**config.mk**
```make
export PLATFORM = sky130hd
export DESIGN_NAME = led_frame_packet_converter
export DESIGN_NICKNAME = d
export VERILOG_FILES = /design/src/sv/lfpc_pkg.sv /design/src/sv/led_frame_packet_converter.sv /design/src/sv/lfpc_front.sv /design/src/sv/lfpc_queue.sv /design/src/sv/lfpc_back.sv
export SDC_FILE = /design/constraint.sdc
export NUM_CORES = 2
export LEC_CHECK = 0
export BUFFER_PORTS_ARGS = -buffer_cell sky130_fd_sc_hd__buf_2
export CORE_UTILIZATION = 30
export CTS_BUF_LIST = sky130_fd_sc_hd__clkbuf_8 sky130_fd_sc_hd__clkbuf_16
export DETAILED_ROUTE_END_ITERATION = 8
export SYNTH_ARGS = -nofsm -noshare
export SYNTH_HDL_FRONTEND = slang
export SYNTH_SLANG_ARGS = --single-unit
export TNS_END_PERCENT = 100
```
**constraint.sdc**
```tcl
create_clock -name aclk -period 7.6 [get_ports aclk]
set_clock_uncertainty 0.1 [all_clocks]
set_input_delay 0.38 -clock aclk [delete_from_list [all_inputs] [get_ports aclk]]
set_output_delay 0.38 -clock aclk [all_outputs]
set_load 0.1 [all_outputs]
```
**src/sv/lfpc_pkg.sv**
```systemverilog
package lfpc_pkg;

    typedef struct packed {
        logic [7:0] packet_byte;
        logic       last_byte;
        logic       sender_busy;
    } in_item_t;

    typedef struct packed {
        logic [1:0] result_kind;
        logic [7:0] pixel_index;
        logic [7:0] pixel_value;
        logic       last_of_item;
    } out_item_t;

    localparam logic [1:0] KIND_CLEAR = 2'd0;
    localparam logic [1:0] KIND_PIXEL = 2'd1;
    localparam logic [1:0] KIND_DONE  = 2'd2;
    localparam logic [1:0] KIND_DROP  = 2'd3;

    localparam logic [1:0] FMT_NONE = 2'd0;
    localparam logic [1:0] FMT_MCUF = 2'd1;
    localparam logic [1:0] FMT_EBLP = 2'd2;
    localparam logic [1:0] FMT_BLP  = 2'd3;

    localparam logic [3:0] HEADER_LEN = 4'd12;
    localparam logic [7:0] FULL_SCALE = 8'd255;

    function automatic logic [7:0] magic_byte(input logic [1:0] fmt, input logic [1:0] pos);
        logic [7:0] r;
        r = 8'h00;
        case (fmt)
            FMT_MCUF: begin
                case (pos)
                    2'd0: r = 8'h23;
                    2'd1: r = 8'h54;
                    2'd2: r = 8'h26;
                    default: r = 8'h66;
                endcase
            end
            FMT_EBLP: begin
                case (pos)
                    2'd0: r = 8'hfe;
                    2'd1: r = 8'hed;
                    2'd2: r = 8'hbe;
                    default: r = 8'hef;
                endcase
            end
            FMT_BLP: begin
                case (pos)
                    2'd0: r = 8'hde;
                    2'd1: r = 8'had;
                    2'd2: r = 8'hbe;
                    default: r = 8'hef;
                endcase
            end
            default: r = 8'h00;
        endcase
        return r;
    endfunction

    // work item from front to back; width/height travel with the clear
    typedef struct packed {
        logic        do_clear;
        logic        do_pixel;
        logic [7:0]  value;
        logic        do_tail;
        logic [1:0]  tail_kind;
        logic [15:0] width;
        logic [15:0] height;
    } cmd_t;

endpackage

```
**src/sv/led_frame_packet_converter.sv**
```systemverilog
// Frame packet decoder: one packet byte per transaction on s_, up to two result
// transactions per byte on m_. Header and plain pixel bytes are handled in the accept
// state alone. An MCUF byte that completes a pixel passes the accept, a channel-average
// divide state and a scale multiply state. MCUF header byte 11 passes the accept, a
// bit-serial 255/maxval divide and the area check. A 4-entry command queue
// separates the decoder from the result sequencer; a full queue stalls the input.
module led_frame_packet_converter import lfpc_pkg::*; #(
    parameter int SCREEN_WIDTH  = 16,
    parameter int SCREEN_HEIGHT = 16
) (
    input  logic      aclk,
    input  logic      aresetn,
    input  logic      s_valid,
    output logic      s_ready,
    input  in_item_t  s_data,
    output logic      m_valid,
    input  logic      m_ready,
    output out_item_t m_data
);

    logic        fv, fr, qv, qr;
    cmd_t        fd, qd;

    lfpc_front #(.SCREEN_WIDTH(SCREEN_WIDTH), .SCREEN_HEIGHT(SCREEN_HEIGHT)) u_front (
        .aclk, .aresetn, .s_valid, .s_ready, .s_data,
        .c_valid(fv), .c_ready(fr), .c_data(fd)
    );

    lfpc_queue u_queue (
        .aclk, .aresetn, .w_valid(fv), .w_ready(fr), .w_data(fd),
        .r_valid(qv), .r_ready(qr), .r_data(qd)
    );

    lfpc_back #(.SCREEN_WIDTH(SCREEN_WIDTH), .SCREEN_HEIGHT(SCREEN_HEIGHT)) u_back (
        .aclk, .aresetn, .c_valid(qv), .c_ready(qr), .c_data(qd),
        .m_valid, .m_ready, .m_data
    );

endmodule

```
**src/sv/lfpc_front.sv**
```systemverilog
module lfpc_front import lfpc_pkg::*; #(
    parameter int SCREEN_WIDTH  = 16,
    parameter int SCREEN_HEIGHT = 16
) (
    input  logic      aclk,
    input  logic      aresetn,
    input  logic      s_valid,
    output logic      s_ready,
    input  in_item_t  s_data,
    output logic      c_valid,
    input  logic      c_ready,
    output cmd_t      c_data
);

    localparam int unsigned AREA = SCREEN_WIDTH * SCREEN_HEIGHT;

    typedef enum logic [2:0] {
        ST_RUN  = 3'b001,
        ST_DIV  = 3'b010,
        ST_MUL  = 3'b100
    } state_t;

    state_t      state_reg, state_next;
    logic [3:0]  pos_reg, pos_next;
    logic [1:0]  fmt_reg, fmt_next;
    logic [15:0] fh_reg, fh_next;
    logic [15:0] fw_reg, fw_next;
    logic [15:0] cc_reg, cc_next;
    logic [7:0]  scale_reg, scale_next;
    logic [15:0] cpos_reg, cpos_next;
    logic [9:0]  sum_reg, sum_next;
    logic        drop_reg, drop_next;
    // channel average, 255/maxval divide, then scale multiply
    logic [9:0]  drem_reg, drem_next;
    logic [3:0]  dcnt_reg, dcnt_next;
    logic [1:0]  dused_reg, dused_next;
    logic        dlast_reg, dlast_next;
    logic        dsc_reg, dsc_next;
    logic [7:0]  dmv_reg, dmv_next;
    logic [7:0]  sq_reg, sq_next;
    logic [8:0]  srem_reg, srem_next;
    logic [31:0] prod_reg, prod_next;

    logic        cv_reg, cv_next;
    cmd_t        cd_reg, cd_next;

    logic        out_free;
    assign out_free = !cv_reg || c_ready;
    assign s_ready  = (state_reg == ST_RUN) && out_free;
    assign c_valid  = cv_reg;
    assign c_data   = cd_reg;

    logic [7:0] b;
    logic       last, busy;
    logic [1:0] used;
    logic [19:0] third;
    logic [9:0]  strial;

    always_comb begin
        state_next = state_reg;
        pos_next = pos_reg; fmt_next = fmt_reg; fh_next = fh_reg; fw_next = fw_reg;
        cc_next = cc_reg; scale_next = scale_reg; cpos_next = cpos_reg; sum_next = sum_reg;
        drop_next = drop_reg;
        drem_next = drem_reg; dcnt_next = dcnt_reg; dused_next = dused_reg;
        dlast_next = dlast_reg; dsc_next = dsc_reg; dmv_next = dmv_reg;
        sq_next = sq_reg; srem_next = srem_reg; prod_next = prod_reg;
        cv_next = cv_reg && !c_ready;
        cd_next = cd_reg;
        b = s_data.packet_byte; last = s_data.last_byte; busy = s_data.sender_busy;
        used = (cc_reg == 16'd3) ? 2'd3 : (cc_reg == 16'd2) ? 2'd2 : 2'd1;
        third = '0;
        strial = '0;
        case (state_reg)
            ST_RUN: begin
                if (s_valid && s_ready) begin
                    cd_next = '0;
                    if (!drop_reg) begin
                        if (pos_reg == 4'd0) begin
                            fh_next = '0; fw_next = '0; cc_next = 16'd1; scale_next = 8'd1;
                            cpos_next = '0; sum_next = '0;
                            fmt_next = (b == 8'h23) ? FMT_MCUF : (b == 8'hfe) ? FMT_EBLP :
                                       (b == 8'hde) ? FMT_BLP : FMT_NONE;
                            if (busy || fmt_next == FMT_NONE) drop_next = 1'b1;
                        end else if (pos_reg < 4'd4) begin
                            if (b != magic_byte(fmt_reg, pos_reg[1:0])) drop_next = 1'b1;
                        end else if (pos_reg < HEADER_LEN) begin
                            if (fmt_reg == FMT_MCUF) begin
                                case (pos_reg)
                                    4'd4: fh_next = {b, 8'd0};
                                    4'd5: fh_next = {fh_reg[15:8], b};
                                    4'd6: fw_next = {b, 8'd0};
                                    4'd7: fw_next = {fw_reg[15:8], b};
                                    4'd8: cc_next = {b, 8'd0};
                                    4'd9: cc_next = {cc_reg[15:8], b};
                                    4'd10: sum_next = {2'd0, b};
                                    default: ;
                                endcase
                            end else begin
                                case (pos_reg)
                                    4'd8: fw_next = {b, 8'd0};
                                    4'd9: fw_next = {fw_reg[15:8], b};
                                    4'd10: fh_next = {b, 8'd0};
                                    4'd11: fh_next = {fh_reg[15:8], b};
                                    default: ;
                                endcase
                            end
                            if (pos_reg == 4'd11) begin
                                if (fmt_reg == FMT_MCUF) begin
                                    dmv_next = (sum_reg != 10'd0) ? FULL_SCALE :
                                               (b == 8'd0) ? 8'd1 : b;
                                    if (cc_reg == 16'd0) cc_next = 16'd1;
                                    sum_next = '0;
                                    sq_next = '0; srem_next = '0; dcnt_next = '0;
                                    prod_next = {16'd0, fh_reg} * {16'd0, fw_reg};
                                    dlast_next = last;
                                    state_next = ST_DIV;
                                    dsc_next = 1'b1;
                                end else begin
                                    cd_next.do_clear = 1'b1;
                                    cd_next.width = fw_next;
                                    cd_next.height = fh_next;
                                end
                            end
                        end else if (fmt_reg == FMT_MCUF) begin
                            if (cpos_reg < {14'd0, used})
                                sum_next = sum_reg + {2'd0, b};
                            if ({1'b0, cpos_reg} + 17'd1 >= {1'b0, cc_reg}) begin
                                sum_next = '0;
                                cpos_next = '0;
                                drem_next = (cpos_reg < {14'd0, used}) ?
                                            sum_reg + {2'd0, b} : sum_reg;
                                dused_next = used;
                                dlast_next = last; dsc_next = 1'b0;
                                state_next = ST_DIV;
                            end else begin
                                cpos_next = cpos_reg + 16'd1;
                            end
                        end else if (fmt_reg == FMT_EBLP) begin
                            cd_next.do_pixel = 1'b1; cd_next.value = b;
                        end else begin
                            cd_next.do_pixel = 1'b1;
                            cd_next.value = (b != 8'd0) ? FULL_SCALE : 8'd0;
                        end
                        if (state_next == ST_RUN) begin
                            if (drop_next) begin
                                cd_next.do_tail = 1'b1; cd_next.tail_kind = KIND_DROP;
                            end else if (pos_reg < HEADER_LEN) begin
                                pos_next = pos_reg + 4'd1;
                            end
                        end
                    end
                    if (state_next == ST_RUN) begin
                        if (last) begin
                            if (!drop_reg && !drop_next) begin
                                cd_next.do_tail = 1'b1;
                                cd_next.tail_kind = (pos_next < HEADER_LEN) ? KIND_DROP
                                                                             : KIND_DONE;
                            end
                            pos_next = '0;
                            drop_next = 1'b0;
                        end
                        cv_next = 1'b1;
                    end
                end
            end
            ST_DIV: begin
                if (dsc_reg) begin
                    // 255 / maxval, restoring, one bit per cycle
                    strial = {srem_reg, FULL_SCALE[3'd7 - dcnt_reg[2:0]]};
                    if (strial >= {2'd0, dmv_reg}) begin
                        srem_next = 9'(strial - {2'd0, dmv_reg});
                        sq_next = {sq_reg[6:0], 1'b1};
                    end else begin
                        srem_next = strial[8:0];
                        sq_next = {sq_reg[6:0], 1'b0};
                    end
                    dcnt_next = dcnt_reg + 4'd1;
                    if (dcnt_reg == 4'd7) state_next = ST_MUL;
                end else begin
                    // sum / used; divide by 3 as multiply by 683/2048, exact below 1024
                    third = {10'd0, drem_reg} * 20'd683;
                    case (dused_reg)
                        2'd3: prod_next = {23'd0, third[19:11]};
                        2'd2: prod_next = {23'd0, drem_reg[9:1]};
                        default: prod_next = {22'd0, drem_reg};
                    endcase
                    state_next = ST_MUL;
                end
            end
            ST_MUL: begin
                if (out_free) begin
                    cd_next = '0;
                    state_next = ST_RUN;
                    if (dsc_reg) begin
                        scale_next = sq_reg;
                        if (prod_reg > 32'(AREA)) begin
                            drop_next = 1'b1;
                            cd_next.do_tail = 1'b1; cd_next.tail_kind = KIND_DROP;
                        end else begin
                            cd_next.do_clear = 1'b1;
                            cd_next.width = fw_reg;
                            cd_next.height = fh_reg;
                            pos_next = pos_reg + 4'd1;
                        end
                    end else begin
                        cd_next.do_pixel = 1'b1;
                        cd_next.value = 8'(prod_reg[7:0] * scale_reg);
                    end
                    if (dlast_reg) begin
                        if (!drop_next) begin
                            cd_next.do_tail = 1'b1;
                            cd_next.tail_kind = (pos_next < HEADER_LEN) ? KIND_DROP
                                                                         : KIND_DONE;
                        end
                        pos_next = '0;
                        drop_next = 1'b0;
                    end
                    cv_next = 1'b1;
                end
            end
            default: state_next = ST_RUN;
        endcase
    end

    always_ff @(posedge aclk) begin
        if (!aresetn) begin
            state_reg <= ST_RUN;
            pos_reg <= '0; fmt_reg <= FMT_NONE; fh_reg <= '0; fw_reg <= '0;
            cc_reg <= 16'd1; scale_reg <= 8'd1; cpos_reg <= '0; sum_reg <= '0;
            drop_reg <= 1'b0; cv_reg <= 1'b0;
        end else begin
            state_reg <= state_next;
            pos_reg <= pos_next; fmt_reg <= fmt_next; fh_reg <= fh_next; fw_reg <= fw_next;
            cc_reg <= cc_next; scale_reg <= scale_next; cpos_reg <= cpos_next;
            sum_reg <= sum_next; drop_reg <= drop_next; cv_reg <= cv_next;
        end
        cd_reg <= cd_next;
        drem_reg <= drem_next; dcnt_reg <= dcnt_next;
        dused_reg <= dused_next; dlast_reg <= dlast_next; dsc_reg <= dsc_next;
        dmv_reg <= dmv_next; sq_reg <= sq_next; srem_reg <= srem_next; prod_reg <= prod_next;
    end

endmodule

```
**src/sv/lfpc_queue.sv**
```systemverilog
module lfpc_queue import lfpc_pkg::*; (
    input  logic aclk,
    input  logic aresetn,
    input  logic w_valid,
    output logic w_ready,
    input  cmd_t w_data,
    output logic r_valid,
    input  logic r_ready,
    output cmd_t r_data
);

    cmd_t       mem [4];
    logic [1:0] wp_reg, rp_reg;
    logic [2:0] cnt_reg;
    logic       wr, rd;

    assign w_ready = cnt_reg != 3'd4;
    assign r_valid = cnt_reg != 3'd0;
    assign r_data  = mem[rp_reg];
    assign wr = w_valid && w_ready;
    assign rd = r_valid && r_ready;

    always_ff @(posedge aclk) begin
        if (!aresetn) begin
            wp_reg <= '0; rp_reg <= '0; cnt_reg <= '0;
        end else begin
            if (wr) wp_reg <= wp_reg + 2'd1;
            if (rd) rp_reg <= rp_reg + 2'd1;
            cnt_reg <= cnt_reg + {2'd0, wr} - {2'd0, rd};
        end
        if (wr) mem[wp_reg] <= w_data;
    end

endmodule

```
**src/sv/lfpc_back.sv**
```systemverilog
module lfpc_back import lfpc_pkg::*; #(
    parameter int SCREEN_WIDTH  = 16,
    parameter int SCREEN_HEIGHT = 16
) (
    input  logic        aclk,
    input  logic        aresetn,
    input  logic        c_valid,
    output logic        c_ready,
    input  cmd_t        c_data,
    output logic        m_valid,
    input  logic        m_ready,
    output out_item_t   m_data
);

    logic [15:0] col_reg, col_next;
    logic [15:0] row_reg, row_next;
    logic [15:0] fw_reg, fw_next;
    logic [15:0] fh_reg, fh_next;
    logic [1:0]  phase_reg, phase_next;
    logic        mv_reg, mv_next;
    out_item_t   md_reg, md_next;
    logic        out_free, on_screen, has_tail, has_main;
    logic [1:0]  kind;
    logic [7:0]  idx;
    logic [31:0] lin;

    assign out_free = !mv_reg || m_ready;
    assign m_valid = mv_reg;
    assign m_data = md_reg;

    always_comb begin
        on_screen = col_reg < fw_reg && row_reg < fh_reg &&
                    {16'd0, col_reg} < 32'(SCREEN_WIDTH) &&
                    {16'd0, row_reg} < 32'(SCREEN_HEIGHT);
        has_main = c_data.do_clear || (c_data.do_pixel && on_screen);
        has_tail = c_data.do_tail;
        kind = c_data.do_clear ? KIND_CLEAR : KIND_PIXEL;
        lin = {16'd0, col_reg} + {16'd0, row_reg} * 32'(SCREEN_WIDTH);
        idx = c_data.do_pixel ? lin[7:0] : 8'd0;
        col_next = col_reg; row_next = row_reg; phase_next = phase_reg;
        fw_next = fw_reg; fh_next = fh_reg;
        mv_next = mv_reg && !m_ready; md_next = md_reg;
        c_ready = 1'b0;
        if (c_valid && out_free) begin
            if (phase_reg == 2'd0 && has_main) begin
                mv_next = 1'b1;
                md_next = '{result_kind: kind, pixel_index: idx,
                            pixel_value: c_data.do_pixel ? c_data.value : 8'd0,
                            last_of_item: !has_tail};
                if (has_tail) phase_next = 2'd1;
                else c_ready = 1'b1;
            end else begin
                if (has_tail) begin
                    mv_next = 1'b1;
                    md_next = '{result_kind: c_data.tail_kind, pixel_index: 8'd0,
                                pixel_value: 8'd0, last_of_item: 1'b1};
                end
                c_ready = 1'b1;
                phase_next = 2'd0;
            end
            if (c_ready) begin
                if (c_data.do_clear) begin
                    col_next = '0; row_next = '0;
                    fw_next = c_data.width; fh_next = c_data.height;
                end
                if (c_data.do_pixel) begin
                    if ({1'b0, col_reg} + 17'd1 < {1'b0, fw_reg}) begin
                        col_next = col_reg + 16'd1;
                    end else begin
                        col_next = '0;
                        if (row_reg != 16'hFFFF) row_next = row_reg + 16'd1;
                    end
                end
            end
        end
    end

    always_ff @(posedge aclk) begin
        if (!aresetn) begin
            col_reg <= '0; row_reg <= '0; phase_reg <= '0; mv_reg <= 1'b0;
            fw_reg <= '0; fh_reg <= '0;
        end else begin
            col_reg <= col_next; row_reg <= row_next;
            phase_reg <= phase_next; mv_reg <= mv_next;
            fw_reg <= fw_next; fh_reg <= fh_next;
        end
        md_reg <= md_next;
    end

endmodule

```
* Word level (Yosys, flattened, before mapping)
Memories as Yosys holds them, arrays and structs flattened. A register that Yosys moved wholly into a read port is not among the register bits.
Cells that the tools add are included.
W data, S select, Z words.
** Word-level totals
- Flip-flop bits (word level) :: 306
- RAM bits :: 180
- Memory bits (read-only) :: 8
- Bits of input ports :: 14
- Output and inout port bits :: 21
- Logic and storage cells :: 408
- Memories :: 2
** Memory list
- u_queue.mem :: depth 4, width 45, read ports 1, clocked after memory_dff 1, wr ports 1, RTL line lfpc_queue.sv:12 : cmd_t mem [4];
- (no name shown) :: depth 8, width 1, read ports 1, clocked after memory_dff 0, wr ports 0, RTL line lfpc_front.sv:169 : strial = {srem_reg, FULL_SCALE[3'd7 - dcnt_reg[2:0]]};
** Cells by class
- Add/sub/neg operators :: 15
- $mul :: 3
- $lt $le $gt $ge :: 14
- Equality and inequality tests :: 47
- Muxes and demuxes :: 222
- Bitwise operators :: 4
- Reduce and logical (&&, ||, !) cells :: 60
** Operators with widths (count)
- $mux W32 :: 14
- $mux W16 :: 27
- $mux W8 :: 23
- $pmux W16 S2 :: 5
- $mux W45 :: 3
- $mux W10 :: 12
- $mux W9 :: 12
- $mux W4 :: 23
- $pmux W45 S2 :: 1
- $mux W3 :: 25
- $pmux W32 S2 :: 1
- $pmux W7 S3 :: 3
- $mux W1 :: 51
- $add A16 B1 Y16 const B :: 3
- $mux W19 :: 2
- $mux W35 :: 1
- $add A16 B1 Y17 const B :: 2
- $eq A16 B2 Y1 const B :: 2
- $gt A32 B9 Y1 const B :: 1
- $lt A16 B16 Y1 :: 2
- $lt A16 B5 Y1 const B :: 2
- $mul A16 B16 Y32 :: 1
- $pmux W8 S2 :: 2
- $reduce_and A9 Y1 :: 3
- other kinds (57) :: 144

* Logic depth before layout (Yosys ltp)
- Depth after elaboration :: 27
- Mapped depth :: 24
- Depth with buffers taken out :: 22

* By module
A second synthesis with hierarchy kept.
** Second synthesis, totals
- Cells, all modules :: 3371
- Area, all modules :: 35014.8 sq um
** Modules (own cells, without submodules)
- lfpc_front :: instances 1, cells an instance 2490, area an instance 22855.7 sq um, sequential area each 5435.2 sq um
- lfpc_queue :: instances 1, cells an instance 284, area an instance 7026.7 sq um, sequential area each 5585.4 sq um
- lfpc_back :: instances 1, cells an instance 597, area an instance 5132.4 sq um, sequential area each 1891.8 sq um

* Worst setup path after synthesis
No wires, ideal clock.
- Path type :: flip-flop to flip-flop
- Start point :: register u_front.fw_reg[9]
- End point :: register u_front.prod_reg[30], data pin
- Library setup time :: 0.147 ns
- Arrival :: 5.869 ns
- Data required time :: 7.353 ns
- Slack :: 1.484 ns
- Cell stages (with the launch flop) :: 21
- Buffers on the path :: 2
- Clock period less this slack :: 6.116 ns
- Path through :: dfxtp_1 > clkbuf_1 > buf_1 > nand2_1 > fa_1 > inv_1 > fa_1 > fa_1 > fa_1 > fa_1 > inv_1 > fa_1 > inv_1 > ha_1 > a21o_1 > a21oi_1 > nor3b_1 > a221oi_2 > a311oi_1 > or3_1 > a21oi_1
** Between the ends
- Cells in the longest elaborated chain, start to end :: 9
** Ends and longest elaborated chain
- start, declared :: RTL line lfpc_front.sv:27 : logic [15:0] fw_reg, fw_next;
- start signal, assigned :: RTL line lfpc_front.sv:233 : pos_reg <= pos_next; fmt_reg <= fmt_next; fh_reg <= fh_next; fw_reg <= fw_next;
- $mul A16 B16 Y32 :: RTL line lfpc_front.sv:114 : prod_next = {16'd0, fh_reg} * {16'd0, fw_reg};
- $mux W32 :: RTL line lfpc_front.sv:108 : if (fmt_reg == FMT_MCUF) begin
- $mux W32 :: RTL line lfpc_front.sv:107 : if (pos_reg == 4'd11) begin
- $mux W32 :: RTL line lfpc_front.sv:86 : end else if (pos_reg < HEADER_LEN) begin
- $mux W32 :: RTL line lfpc_front.sv:84 : end else if (pos_reg < 4'd4) begin
- $mux W32 :: RTL line lfpc_front.sv:78 : if (pos_reg == 4'd0) begin
- $mux W32 :: RTL line lfpc_front.sv:77 : if (!drop_reg) begin
- $mux W32 :: RTL line lfpc_front.sv:75 : if (s_valid && s_ready) begin
- $pmux W32 S2 :: RTL line lfpc_front.sv:73 : case (state_reg)
- end signal, assigned :: RTL line lfpc_front.sv:240 : dmv_reg <= dmv_next; sq_reg <= sq_next; srem_reg <= srem_next; prod_reg <= prod_next;
- end, declared :: RTL line lfpc_front.sv:42 : logic [31:0] prod_reg, prod_next;
Every way passes these cells. The select of a mux whose other input is x is not followed.
A chain may end at the register's enable or synchronous reset.

* Worst setup path in the final report
- Start point :: register u_front.fh_reg[10]
- End point :: register u_front.prod_reg[30], data pin
** Between the ends
- Cells in the longest elaborated chain, start to end :: 9
** Ends and longest elaborated chain
- start, declared :: RTL line lfpc_front.sv:26 : logic [15:0] fh_reg, fh_next;
- start signal, assigned :: RTL line lfpc_front.sv:233
- $mul A16 B16 Y32 :: RTL line lfpc_front.sv:114
- $mux W32 :: RTL line lfpc_front.sv:108
- $mux W32 :: RTL line lfpc_front.sv:107
- $mux W32 :: RTL line lfpc_front.sv:86
- $mux W32 :: RTL line lfpc_front.sv:84
- $mux W32 :: RTL line lfpc_front.sv:78
- $mux W32 :: RTL line lfpc_front.sv:77
- $mux W32 :: RTL line lfpc_front.sv:75
- $pmux W32 S2 :: RTL line lfpc_front.sv:73
Every way passes these cells. The select of a mux whose other input is x is not followed.

==> key figures <==
STA
  • # setup viols final: 0
  • Setup TNS: 0 ns
  • Final WS setup: 0.7262 ns
  • Final hold violation count: 0
  • Max transition margin: 14.82%
  • RSZ-0062 raised after global routing: false
  • Slew @ Worst Pin: 1.278 ns
  • Final worst path period share: 90.44%
  • Slew Limit Fails: 0
  • Crit path time final: 6.874 ns
  • Max Fclk: 145.5 MHz

Clock tree
  • Post-CTS Setup Bufs: 0
  • Worst skew pair latency: 0.63 ns
  • Root buf cell: clkbuf_16
  • Clock transition at path regs: 0.06 ns
  • Inserted Clock Buffers: 53
  • Clk buf depth: 3
  • Hold buffer count at CTS: 2
  • Post_cts resized: 0
  • CTS Sinks: 482
  • CTS tree: yes
  • H-tree levels: 2

Synthesis
  • Sequential share of the synthesized area: 37.53%
  • Mapped Nets: 3,841
  • Synth area leaders: edfxtp_1 28%, fa_1 14%, ha_1 10%
  • Syn avg cell area: 10.28 µm²
  • Post-synth EDFFs: 314
  • Cells after Synth: 3,315
  • Post-synth top area cell: edfxtp_1
  • Yosys cell types: 84
  • Async S/R FF share, synth: 0%
  • Most frequent cell after synthesis: inv_1
  • Mapped cell area: 34,080 µm²
  • Top cell type's share of synthesized area: 27.66%
  • Yosys warnings: 0
  • Top post-synthesis cells by count: 422 x inv_1, 314 x edfxtp_1, 280 x ha_1
  • #FFs+latches synth: 482
  • Main synth FF type: edfxtp_1

Setup path
  • Worst r2r src: u_front.fh_reg[10]
  • CP Capture Type: flop
  • Crit path DAT: 7.23 ns
  • CP Buf/Inv Count: 3
  • CP Max Fanout: 19
  • Worst R2R Setup Slack: 0.73 ns
  • Sequence of cells on the critical path: nand2_1 > fa_1 > fa_1 > fa_1 > inv_1 > fa_1 > fa_1 > inv_1 > fa_1 > inv_1 > ha_1 > o21ai_0 > a21oi_1 > a21oi_1 > a221oi_2 > a311oi_1 > or3_1 > a21oi_1
  • CP max stage cell: dfxtp_1
  • Critical Path Most Common Cell: fa_1
  • Crit path from: u_front.fh_reg[10]
  • Critical Path RT: 7.95 ns
  • CP startpoint kind: flop
  • Slowest stage delay, CP: 0.96 ns
  • Kind of critical path: flop to flop
  • Family with the most delay on the worst path: adder cells

Floorplanning
  • Chip height: 339.1 µm
  • Rows: 123
  • Die Width: 339.1 µm
  • Initial Util: 30.30%
  • Core footprint: 112,500 µm²
  • Die Area: 115,000 µm²
  • I/O pins: 35

Pwr
  • P_leak: 15.09 nW
  • Peak VDD IR: 0.0001972 V
  • Power Density: 202.5 nW/µm²

Global route
  • First-pass GRT wire length: 138,100 µm
  • Number of global-route vias before repair: 24,220
  • Largest net degree at the start of global routing: 54
  • Initial antenna violation count: 3
  • Total track usage: 15.03%
  • Gr ovfl total: 0

Min path
  • HP Class: primary input to flop
  • Worst Hold Launch: s_valid

Drt
  • Routed len/inst: 17.88 µm
  • Final ANT Viol Nets: 0
  • Routed WL: 86,360 µm
  • Post-route DRC: 0
  • Drt first-iter violations: 1,977
  • Post-DR vias/cell: 4.974
  • Vias: 24,020
  • Drt first pass iters: 6

Finish
  • NumNets Final: 3,809
  • Share of cells above drive strength 1: 7.903%
  • Layout area overhead: 10.32%
  • Largest register FFs: 176

Run status
  • Status: finished, final reports clean

Job
  • Max-cap viol count: 0

Placed design
  • Pre-CTS worst setup slack: 0.8677 ns
  • Final RePlAce weighted congestion: 0.8791
  • DPL Wire Length: 62,730 µm
  • Port Buffers: 34
[worst paths after layout]
| kind | end | cells after the start |
|---|---|---|
| setup / recovery | u_front.prod_reg[30] | 18 |
| hold reg to reg | u_front.cc_reg[4] | 2 |
| setup reg to reg | u_front.prod_reg[30] | 18 |
| hold / removal | u_front.state_reg[0] | 4 |
[per-layer routing]
| layer | vias to the layer above | wire length [µm] | track usage [%] |
|---|---|---|---|
| met5 | - | 27 | 0 |
| met4 | 4 | 1820 | 3.790 |
| met3 | 126 | 5896 | 2.742 |
| met2 | 712 | 37970 | 23.13 |
| met1 | 11800 | 40640 | 21.62 |
| li1 | 11380 | - | - |
[cells by family after synthesis]
kind of cell	count (synthesis)	synth area share, %
fa+ha+maj	512	23.91
xor+xnor	102	2.621
flops	482	37.53
buf+inv	583	6.534
simple gates	1008	14.60
mux	99	4.519
compound gates	529	10.29
[layout by cell type, fill, tap and decap left out, types with 14 or more instances in the layout]
cell       instances
buf_2             34
edfxtp_1         314
nand2_1          272
nor2_1           232
inv_1            428
nor2b_1           20
ha_1             280
mux2i_1           47
nand2b_1          14
fa_1             232
nor3_1            44
a22oi_1           73
xor2_1            30
a21o_1            26
a31oi_1           19
nand4_1           38
a22o_1            23
mux4_2            43
a211oi_1          14
nand3_1           75
clkbuf_16         53
dfxtp_1          166
or3_1             16
o211ai_1          15
xnor2_1           72
and2_1           168
a21oi_1          112
nor4_1            29
and3_1            44
or2_2             14
buf_4             38
o21ai_0          122
[cell type report]
class                      count  area (µm²)
timing repair buffer          74       475.5
inverter                     422        1587
multi-input combinational   2250       19100
fill                       11280       74900
sequential                   482       12800
tap                         1500        1877
antenna                        1       2.502
clock inverter                47       435.4
clock buffer                  53        1326
[where the power goes]
group          internal (mW)  total (mW)  switching [mW]
Clock                   1.46        2.61            1.15
Combinational          0.545        1.86            1.31
Sequential              3.03        3.15           0.117
[worst min-delay path: cells and delay by family]
kind	cells	cell delay, ns
simple gates	2	0.18
compound gates	1	0.12
buf+inv	1	0.12
[metrics by stage]
step / total power, mW / cells / hold slack [ns] / instance area (µm²) / utilization (%)
detailed placement: 5.065 / 4726 / 0.3613 / 35820 / 31.84
global placement: 5.035 / 4726 / 0.3608 / 35820 / 31.84
global route: 7.938 / 4828 / 0.1441 / 37600 / 33.42
CTS: 7.681 / 4828 / 0.09465 / 37600 / 33.42
finish: 7.613 / 4829 / 0.1095 / 37600 / 33.42
floorplan: 4.630 / 3315 / 0.3446 / 34080 / -
No activity file was read; power rests on OpenSTA's default activity.
